## src/rtl/bfec_pkg.sv

```systemverilog
// Shared types and constants of the brace-framed escape codec.
// Depends on nothing; every other file of the block imports it.
`default_nettype none

package bfec_pkg;

   // Result slots one input item can expand into, and the width of their count
   localparam int MaxResults = 4;
   localparam int CountWidth = 3;

   // Escape and framing bytes
   localparam logic [7:0] EscByte    = 8'h61;
   localparam logic [7:0] CodeEsc    = 8'h61;
   localparam logic [7:0] CodeSpace  = 8'h62;
   localparam logic [7:0] CodeLBrace = 8'h63;
   localparam logic [7:0] CodeRBrace = 8'h64;
   localparam logic [7:0] SpaceByte  = 8'h20;
   localparam logic [7:0] LBrace     = 8'h7B;
   localparam logic [7:0] RBrace     = 8'h7D;
   localparam logic [7:0] NoCode     = 8'h00;

   // Direction register codes
   localparam logic DirEncode = 1'b0;
   localparam logic DirDecode = 1'b1;

   // Status codes
   localparam logic [1:0] StatusOk     = 2'd0;
   localparam logic [1:0] StatusFrame  = 2'd1;
   localparam logic [1:0] StatusEscape = 2'd2;

   typedef struct packed {
      logic [7:0] in_byte;
      logic       first;
      logic       last;
      logic       has_byte;
   } req_type;

   typedef struct packed {
      logic [7:0] out_byte;
      logic       out_valid;
      logic       end_of_frame;
      logic [1:0] status;
   } rsp_type;

   // One classified item: its results in order and how many there are (1 to 4)
   typedef struct packed {
      logic [CountWidth-1:0]          count;
      rsp_type [MaxResults-1:0]       slots;
   } cmd_type;

   // Escape code for a byte in encode mode, NoCode when it passes unchanged
   function automatic logic [7:0] escape_code(input logic [7:0] b);
      logic [7:0] code;
      unique case (b)
         EscByte:   code = CodeEsc;
         SpaceByte: code = CodeSpace;
         LBrace:    code = CodeLBrace;
         RBrace:    code = CodeRBrace;
         default:   code = NoCode;
      endcase
      return code;
   endfunction

   // Decoded byte for an escape code, with a valid flag in the top bit
   function automatic logic [8:0] unescape_code(input logic [7:0] b);
      logic [8:0] dec;
      unique case (b)
         CodeEsc:    dec = {1'b1, EscByte};
         CodeSpace:  dec = {1'b1, SpaceByte};
         CodeLBrace: dec = {1'b1, LBrace};
         CodeRBrace: dec = {1'b1, RBrace};
         default:    dec = {1'b0, NoCode};
      endcase
      return dec;
   endfunction

   // Keep only the first error of a frame
   function automatic logic [1:0] flag_error(input logic [1:0] cur, input logic [1:0] code);
      return (cur == StatusOk) ? code : cur;
   endfunction

   function automatic rsp_type make_rsp(input logic [7:0] b, input logic valid,
                                        input logic eof, input logic [1:0] st);
      rsp_type r;
      r.out_byte     = b;
      r.out_valid    = valid;
      r.end_of_frame = eof;
      r.status       = st;
      return r;
   endfunction

endpackage

`default_nettype wire

```

## src/rtl/bfec_front.sv

```systemverilog
// Front part of the codec: accepts request beats, tracks frame state and
// expands each item into a command of up to four results. Uses bfec_pkg.
`default_nettype none

module bfec_front import bfec_pkg::*; (
   input  wire logic    clock,
   input  wire logic    reset,
   input  wire logic    csr_wr_en,
   input  wire logic    csr_wr_data,
   input  wire logic    req_valid,
   output logic         req_ready,
   input  wire req_type req_data,
   input  wire logic    q_full,
   output logic         push_valid,
   output cmd_type      push_cmd
);

   logic       dir_ff;
   logic       esc_ff, esc_in;
   logic [1:0] err_ff, err_in;
   logic       frame_ff, frame_in;
   logic [CountWidth-1:0] n;
   logic [7:0] code;
   logic [8:0] dec;
   logic       req_accept;

   // Take a beat whenever the queue has room
   assign req_ready  = !q_full;
   assign req_accept = req_valid && req_ready;

   // Classify the item and build its results
   always_comb begin
      esc_in   = esc_ff;
      err_in   = err_ff;
      frame_in = frame_ff;
      push_cmd = '0;
      n        = '0;
      code     = escape_code(req_data.in_byte);
      dec      = unescape_code(req_data.in_byte);
      if (dir_ff == DirEncode) begin
         if (req_data.first) begin
            frame_in = 1'b1;
            push_cmd.slots[n[1:0]] = make_rsp(LBrace, 1'b1, 1'b0, StatusOk);
            n = n + 1'b1;
         end
         if (req_data.has_byte) begin
            if (code != NoCode) begin
               push_cmd.slots[n[1:0]] = make_rsp(EscByte, 1'b1, 1'b0, StatusOk);
               n = n + 1'b1;
               push_cmd.slots[n[1:0]] = make_rsp(code, 1'b1, 1'b0, StatusOk);
               n = n + 1'b1;
            end else begin
               push_cmd.slots[n[1:0]] = make_rsp(req_data.in_byte, 1'b1, 1'b0, StatusOk);
               n = n + 1'b1;
            end
         end
         if (req_data.last) begin
            push_cmd.slots[n[1:0]] = make_rsp(RBrace, 1'b1, 1'b1, StatusOk);
            n = n + 1'b1;
            frame_in = 1'b0;
         end
      end else begin
         priority if (req_data.first) begin
            // open a new frame; the byte must be the opening brace
            esc_in   = 1'b0;
            err_in   = StatusOk;
            frame_in = 1'b1;
            if (!req_data.has_byte || req_data.in_byte != LBrace) begin
               err_in = flag_error(err_in, StatusFrame);
            end
         end else if (req_data.last) begin
            if (!frame_ff) begin
               err_in = flag_error(err_in, StatusFrame);
            end
         end else if (req_data.has_byte) begin
            // content byte; a byte with no open frame opens one
            if (!frame_ff) begin
               err_in   = flag_error(err_in, StatusFrame);
               frame_in = 1'b1;
            end
            if (esc_ff) begin
               esc_in = 1'b0;
               if (dec[8]) begin
                  push_cmd.slots[n[1:0]] = make_rsp(dec[7:0], 1'b1, 1'b0, err_in);
                  n = n + 1'b1;
               end else begin
                  err_in = flag_error(err_in, StatusEscape);
               end
            end else if (req_data.in_byte == EscByte) begin
               esc_in = 1'b1;
            end else begin
               push_cmd.slots[n[1:0]] = make_rsp(req_data.in_byte, 1'b1, 1'b0, err_in);
               n = n + 1'b1;
            end
         end else begin
            // empty middle item: nothing to do
         end
         if (req_data.last) begin
            // close the frame and report its status
            if (req_data.first || !req_data.has_byte || req_data.in_byte != RBrace) begin
               err_in = flag_error(err_in, StatusFrame);
            end
            if (esc_in) begin
               err_in = flag_error(err_in, StatusEscape);
            end
            push_cmd.slots[n[1:0]] = make_rsp(NoCode, 1'b0, 1'b1, err_in);
            n = n + 1'b1;
            esc_in   = 1'b0;
            err_in   = StatusOk;
            frame_in = 1'b0;
         end
      end
      push_cmd.count = n;
   end

   // Drop items that give no result
   assign push_valid = req_accept && (n != '0);

   // Hold direction and frame state; a direction write clears the frame state
   always_ff @(posedge clock) begin
      if (reset) begin
         dir_ff   <= DirEncode;
         esc_ff   <= 1'b0;
         err_ff   <= StatusOk;
         frame_ff <= 1'b0;
      end else if (csr_wr_en) begin
         dir_ff   <= csr_wr_data;
         esc_ff   <= 1'b0;
         err_ff   <= StatusOk;
         frame_ff <= 1'b0;
      end else if (req_accept) begin
         esc_ff   <= esc_in;
         err_ff   <= err_in;
         frame_ff <= frame_in;
      end
   end

endmodule

`default_nettype wire

```

## src/rtl/bfec_queue.sv

```systemverilog
// Short command queue between the front and back parts of the codec.
// Register based, depth set by parameter. Uses bfec_pkg for the command type.
`default_nettype none

module bfec_queue import bfec_pkg::*; #(
   parameter int DEPTH = 2
) (
   input  wire logic    clock,
   input  wire logic    reset,
   input  wire logic    push_valid,
   input  wire cmd_type push_cmd,
   output logic         q_full,
   input  wire logic    pop,
   output logic         q_empty,
   output cmd_type      head
);

   localparam int PtrWidth = (DEPTH > 1) ? $clog2(DEPTH) : 1;
   localparam int CntWidth = $clog2(DEPTH + 1);

   cmd_type               mem_ff [DEPTH];
   logic [PtrWidth-1:0]   wr_ptr_ff, wr_ptr_in;
   logic [PtrWidth-1:0]   rd_ptr_ff, rd_ptr_in;
   logic [CntWidth-1:0]   cnt_ff, cnt_in;
   logic                  do_push;
   logic                  do_pop;

   assign q_full  = (cnt_ff == CntWidth'(DEPTH));
   assign q_empty = (cnt_ff == '0);
   assign head    = mem_ff[rd_ptr_ff];
   assign do_push = push_valid && !q_full;
   assign do_pop  = pop && !q_empty;

   // Advance pointers with wrap and track the fill level
   always_comb begin
      wr_ptr_in = wr_ptr_ff;
      rd_ptr_in = rd_ptr_ff;
      cnt_in    = cnt_ff;
      if (do_push) begin
         wr_ptr_in = (wr_ptr_ff == PtrWidth'(DEPTH - 1)) ? '0 : wr_ptr_ff + 1'b1;
      end
      if (do_pop) begin
         rd_ptr_in = (rd_ptr_ff == PtrWidth'(DEPTH - 1)) ? '0 : rd_ptr_ff + 1'b1;
      end
      unique case ({do_push, do_pop})
         2'b10:   cnt_in = cnt_ff + 1'b1;
         2'b01:   cnt_in = cnt_ff - 1'b1;
         default: cnt_in = cnt_ff;
      endcase
   end

   always_ff @(posedge clock) begin
      if (reset) begin
         wr_ptr_ff <= '0;
         rd_ptr_ff <= '0;
         cnt_ff    <= '0;
      end else begin
         wr_ptr_ff <= wr_ptr_in;
         rd_ptr_ff <= rd_ptr_in;
         cnt_ff    <= cnt_in;
      end
   end

   // Store the pushed command
   always_ff @(posedge clock) begin
      if (do_push) begin
         mem_ff[wr_ptr_ff] <= push_cmd;
      end
   end

endmodule

`default_nettype wire

```

## src/rtl/bfec_back.sv

```systemverilog
// Back part of the codec: steps through the results of the head command,
// one response beat per cycle while rsp_ready is high, and pops the queue
// after the last one. Uses bfec_pkg.
`default_nettype none

module bfec_back import bfec_pkg::*; (
   input  wire logic    clock,
   input  wire logic    reset,
   input  wire logic    q_empty,
   input  wire cmd_type head,
   output logic         pop,
   output logic         rsp_valid,
   input  wire logic    rsp_ready,
   output rsp_type      rsp_data
);

   logic [1:0] idx_ff, idx_in;
   logic       rsp_accept;
   logic       last_slot;

   assign rsp_valid  = !q_empty;
   assign rsp_data   = head.slots[idx_ff];
   assign rsp_accept = rsp_valid && rsp_ready;
   assign last_slot  = ({1'b0, idx_ff} + 3'd1) == head.count;
   assign pop        = rsp_accept && last_slot;

   // Advance through the slots; restart at the next command
   always_comb begin
      idx_in = idx_ff;
      if (rsp_accept) begin
         idx_in = last_slot ? 2'd0 : idx_ff + 2'd1;
      end
   end

   always_ff @(posedge clock) begin
      if (reset) begin
         idx_ff <= 2'd0;
      end else begin
         idx_ff <= idx_in;
      end
   end

   // Slot index rests at zero while there is nothing to send
   assert property (@(posedge clock) disable iff (reset)
      q_empty |-> idx_ff == 2'd0)
      else $error("slot index nonzero with empty queue");

   // The head command has results and the index stays within them
   assert property (@(posedge clock) disable iff (reset)
      !q_empty |-> (head.count != '0) && (({1'b0, idx_ff}) < head.count))
      else $error("slot index outside head command");

   // A beat that is not the last of its command moves to the next slot
   assert property (@(posedge clock) disable iff (reset)
      (rsp_accept && !last_slot) |=> idx_ff == 2'($past(idx_ff) + 2'd1))
      else $error("slot index did not advance");

endmodule

`default_nettype wire

```

## src/rtl/brace_framed_escape_codec_unit.sv

```systemverilog
// Top level of the brace-framed escape codec: front classifier, command queue
// and result sequencer. Uses bfec_pkg, bfec_front, bfec_queue and bfec_back.
//
//   channel  | direction | handshake          | beat
//   req_     | in        | req_valid/ready    | req_type: one byte with marks
//   rsp_     | out       | rsp_valid/ready    | rsp_type: one result
//   csr_     | in        | csr_wr_en          | direction bit, 0 encode 1 decode
//
// An item is classified in the cycle it is accepted; its results, up to four
// (an escaped byte gives two), leave one per cycle from the back part while
// rsp_ready is high. Items that give no result push nothing to the queue.
// The command queue of QUEUE_DEPTH entries lets the request side run on while
// the response side stalls. Reset clears direction, frame state and queue.
`default_nettype none

module brace_framed_escape_codec_unit import bfec_pkg::*; #(
   parameter int QUEUE_DEPTH = 2
) (
   input  wire logic    clock,
   input  wire logic    reset,
   input  wire logic    csr_wr_en,
   input  wire logic    csr_wr_data,
   input  wire logic    req_valid,
   output logic         req_ready,
   input  wire req_type req_data,
   output logic         rsp_valid,
   input  wire logic    rsp_ready,
   output rsp_type      rsp_data
);

   logic    q_full;
   logic    q_empty;
   logic    push_valid;
   cmd_type push_cmd;
   logic    pop;
   cmd_type head;

   bfec_front u_front (
      .clock       (clock),
      .reset       (reset),
      .csr_wr_en   (csr_wr_en),
      .csr_wr_data (csr_wr_data),
      .req_valid   (req_valid),
      .req_ready   (req_ready),
      .req_data    (req_data),
      .q_full      (q_full),
      .push_valid  (push_valid),
      .push_cmd    (push_cmd)
   );

   bfec_queue #(
      .DEPTH (QUEUE_DEPTH)
   ) u_queue (
      .clock      (clock),
      .reset      (reset),
      .push_valid (push_valid),
      .push_cmd   (push_cmd),
      .q_full     (q_full),
      .pop        (pop),
      .q_empty    (q_empty),
      .head       (head)
   );

   bfec_back u_back (
      .clock     (clock),
      .reset     (reset),
      .q_empty   (q_empty),
      .head      (head),
      .pop       (pop),
      .rsp_valid (rsp_valid),
      .rsp_ready (rsp_ready),
      .rsp_data  (rsp_data)
   );

endmodule

`default_nettype wire

```

## config.mk

```make
export PLATFORM = sky130hd
export DESIGN_NAME = brace_framed_escape_codec_unit
export DESIGN_NICKNAME = d
export VERILOG_FILES = /design/src/rtl/bfec_pkg.sv /design/src/rtl/bfec_front.sv /design/src/rtl/bfec_queue.sv /design/src/rtl/bfec_back.sv /design/src/rtl/brace_framed_escape_codec_unit.sv
export SDC_FILE = /design/constraint.sdc
export NUM_CORES = 1
export LEC_CHECK = 0
export BUFFER_PORTS_ARGS = -buffer_cell sky130_fd_sc_hd__buf_2
export CORE_MARGIN = 2
export CORE_UTILIZATION = 35
export CTS_BUF_LIST = sky130_fd_sc_hd__clkbuf_16
export DETAILED_ROUTE_END_ITERATION = 8
export GPL_TIMING_DRIVEN = 0
export MAX_ROUTING_LAYER = met4
export PLACE_DENSITY_LB_ADDON = 0.12
export SYNTH_ARGS = -nofsm -noshare
export SYNTH_HDL_FRONTEND = slang
export SYNTH_SLANG_ARGS = --single-unit
```

## constraint.sdc

```tcl
create_clock -name clock -period 14.25 [get_ports clock]
set_input_delay 3.5625 -clock clock [delete_from_list [all_inputs] [get_ports clock]]
set_output_delay 3.5625 -clock clock [all_outputs]
set_load 0.05 [all_outputs]
```

==> PnR_summary.wiki <==
{| class="wikitable"
! Metric !! Value
|-
| Result of the run || finished, final reports clean
|-
| Top FF cell, synth || sky130_fd_sc_hd__edfxtp_1
|-
| Area share of the largest cell type after synthesis || roughly half
|-
| Slowest cell on crit path || sky130_fd_sc_hd__a21boi_2
|-
| Number of buffers created by CTS || 9
|-
| Global route total overflow || 0
|-
| Syn Area/Cell || approximately 12 µm²
|-
| Total of flip-flops plus latches after synthesis || between 70 and 80
|-
| Die Height || between 100 and 150 µm
|-
| Power share of the sequential group || 43.4%
|-
| Net Switching || approximately 0.19 mW
|-
| Setup ws final || between 7000 and 8000 ps
|-
| Routed vias || around 2800
|-
| Top cell types by occurrence after synthesis || sky130_fd_sc_hd__edfxtp_1 (66), sky130_fd_sc_hd__nor2_1 (27), sky130_fd_sc_hd__nand2_1 (22)
|-
| Internal power || between 0.4 and 0.5 mW
|-
| Number of hold buffers added after CTS || 0
|-
| Final sum of negative setup slack || 0 ps
|-
| Antenna violations before repair || 0
|-
| Final slew viol count || 0
|-
| Pwr dens || 133 nW/µm²
|-
| Post-Synthesis Cells || about 350
|-
| Aggregate global-route resource usage || around 16%
|-
| Worst clock skew on the final layout || 8.22 ps
|-
| Cell types occupying the most area after synthesis || sky130_fd_sc_hd__edfxtp_1 (48%), sky130_fd_sc_hd__mux4_2 (6.6%), sky130_fd_sc_hd__dfxtp_1 (5.8%), sky130_fd_sc_hd__o21ai_0 (2.6%), sky130_fd_sc_hd__nor2_1 (2.5%)
|-
| Measured slew at the worst slew-check pin || 725 ps
|-
| Post-CTS setup buffer count || 0
|-
| Syn-to-layout area delta || 16.4%
|-
| CP most frequent cell || sky130_fd_sc_hd__ha_1
|-
| Setup repair after global routing missed its margin || false
|-
| Cell taking the most area after synthesis || sky130_fd_sc_hd__edfxtp_1
|-
| Clk sinks || 78
|-
| Hold Vio Cnt, Final || 0
|-
| Distinct cells, synth || slightly above 60
|-
| Via count of the first global-routing pass || approximately 2800
|-
| Number of I/O port buffers || 28
|-
| Max Clock Freq || 147 MHz
|-
| Largest stage delay, worst path || roughly 400 ps
|-
| Count leader, synth || sky130_fd_sc_hd__edfxtp_1
|-
| Type of the setup path with the least slack || primary input to flip-flop
|-
| Gates resized, CTS repair || 0
|-
| Register area share after synthesis || between 50% and 60%
|-
| Final core utilization || a little over two fifths
|-
| Post-detailed-routing wire length || ~9.5 mm
|-
| Pre-CTS worst setup slack || roughly 7100 ps
|-
| Floorplan row count || 39
|-
| Highest metal layer with signal wires || met4
|-
| Ys async rst share || 0%
|-
| Count of boundary I/O pins || 31
|-
| Time the final worst path needs with I/O delays and setup || ~6800 ps
|-
| Area of the placeable core || around 11000 µm²
|-
| Antenna diode count || 0
|-
| Cell area after synthesis || a little over 4000 µm²
|-
| First-pass GRT wire length || ~15 mm
|-
| Initial core utilization || 35.9%
|-
| Detail Route met2 WL || 4.24 mm
|-
| Critical Path, Cell by Cell || buf_2 > buf_2 > and3_2 > o211ai_1 > a21boi_2 > ha_1 > a21oi_1 > ha_1 > nor3_1 > mux2i_1 > o21ai_2 > ha_1 > or3_1 > a21oi_1
|-
| Root Buffer Master || sky130_fd_sc_hd__clkbuf_16
|-
| Maximum VDD drop || around 0.055 mV
|-
| DIE WIDTH || between 100 and 150 µm
|-
| Mean routed wirelength per cell || between 15 and 20 µm
|-
| Net count of the finished layout || between 400 and 500
|-
| Die area || between 10000 and 15000 µm²
|-
| Count of flip-flops with a built-in enable after synthesis || 66
|-
| Worst Setup Start Kind || primary input
|-
| Vias per inst || approximately 5.2
|-
| Relative slew margins || around half
|-
| Clock transition at the registers of the reported paths || roughly 60 ps
|-
| Fraction of layout cells with a size suffix above 1 || about a quarter
|-
| CTS H-tree depth || 3
|-
| Pin count of the biggest net entering global routing || 32
|-
| Critical Path Sink Type || flip-flop
|-
| DRC errors left || 0
|-
| Sw Ratio || between 20 and 30%
|-
| Number of endpoints failing setup at the final stage || 0
|-
| R2r setup slk || 11670 ps
|-
| Part of the total power dissipated in combinational logic || a little over a fifth
|-
| Relative contribution of the clock network to total power || about a third
|-
| CTS tree || yes
|-
| Sum of met3 wire segment lengths after detailed routing || between 300 and 400 µm
|-
| Half-perimeter wire length after placement || 6.81 mm
|-
| 1st-pass router iterations || 4
|-
| Worst Path Max Fanout || 10
|-
| Number of warning messages in the yosys log || 0
|-
| Worst min-delay path category || flip-flop to flip-flop
|-
| CP Data Arrival Time || roughly 7000 ps
|-
| WL met1 || roughly 4.8 mm
|-
| Max Root-Sink Buffers || 2
|-
| P_leak || 1.71 nW
|-
| Initial DRC Count || 155
|-
| Residual antenna-violating net count after detailed routing || 0
|-
| Insertion delay of the later-clocked pin in the worst-skew pair || approximately 330 ps
|-
| Routability-driven placement congestion ratio || about 0.85
|-
| Share of the cycle needed by the critical path after routing || between 40% and 50%
|-
| Number of violations of the max-capacitance limit || 0
|-
| Endpoint required time on the critical path || between 10000 and 15000 ps
|-
| Number of fill cells in the layout || around 1100
|}
[state kept, by name, indices dropped and copies added, names as in the netlist, named ones only]
name and count:
u_front.dir_ff 1, u_front.err_ff 2, u_queue.rd_ptr_ff 1, u_queue.wr_ptr_ff 1, u_queue.mem_ff 66, u_queue.cnt_ff 2, u_back.idx_ff 2, u_front.frame_ff 1
u_front.esc_ff 1
[metal layers]
metal,GRT usage (%),vias up
li1,-,1388
met1,22.9,1368
met2,23.5,46
met3,3.94,11
met4,4.88,0
met5,-,-
[final timing paths]
| kind | startpoint | to | depth (start not counted) |
|---|---|---|---|
| setup reg to reg | u_front.esc_ff | u_queue.cnt_ff[1] | 11 |
| setup / recovery | req_data[5] | u_queue.cnt_ff[1] | 14 |
| hold / removal | u_front.err_ff[0] | u_front.err_ff[0] | 2 |
| hold reg to reg | u_front.err_ff[0] | u_front.err_ff[0] | 2 |
[critical path, delay by kind of cell]
kind                     cells  cell delay [ps]
AO/OA/AOI/OAI                5             1410
adder cells (fa/ha/maj)      3              990
AND/OR/NAND/NOR              3              700
buffers and inverters        2              280
multiplexers                 1              110
[per-stage QoR]
step / total power, mW / instance area [µm²] / hold slack (ps) / std cells
3_5_place_dp: 0.424 / 4500 / 494 / 521
3_3_place_gp: 0.421 / 4450 / 485 / 519
4_1_cts: 0.645 / 4790 / 500 / 537
2_1_floorplan: 0.386 / 4130 / 456 / 348
6_report: 0.639 / 4790 / 504 / 537
5_1_grt: 0.669 / 4790 / 540 / 537
[cell usage in the layout, fill, tap and decap left out, types with 10 or more instances in the layout]
master,count
sky130_fd_sc_hd__a21oi_1,16
sky130_fd_sc_hd__buf_2,35
sky130_fd_sc_hd__dfxtp_1,12
sky130_fd_sc_hd__edfxtp_1,66
sky130_fd_sc_hd__inv_1,16
sky130_fd_sc_hd__mux4_2,12
sky130_fd_sc_hd__nand2_1,22
sky130_fd_sc_hd__nor2_1,25
sky130_fd_sc_hd__nor2b_1,10
sky130_fd_sc_hd__o21ai_0,21
[layout make-up]
cell class,instances,area [µm²],area share (%)
plain buffers,19,91.3,1.91
clock buffers,9,225,4.70
clock inverters,7,65.1,1.36
inverters,16,60.1,1.25
multi-input cells,235,1770,36.9
flip-flops and latches,78,2220,46.4
well taps,143,179,3.73
repair buffers,30,180,3.76
[logic make-up (layout without fill, tap and decap cells)]
family	Yosys count	in the layout	synth area share (%)
mux	29	29	10.9
other cells	1	4	0.0911
flops	78	78	54.0
fa+ha+maj	8	8	2.43
buf+inv	35	81	3.68
xor+xnor	9	9	1.91
simple gates	107	107	14.3
compound gates	78	78	12.7
[power by group through the flow]
stage | registers, mW | clock network [mW] | logic (mW)
2_1_floorplan | 0.281 | 0 | 0.105
3_3_place_gp | 0.283 | 0 | 0.137
3_5_place_dp | 0.282 | 0 | 0.142
4_1_cts | 0.278 | 0.225 | 0.142
5_1_grt | 0.279 | 0.236 | 0.153
6_report | 0.278 | 0.221 | 0.141
Power figures use the tool's default switching activity.
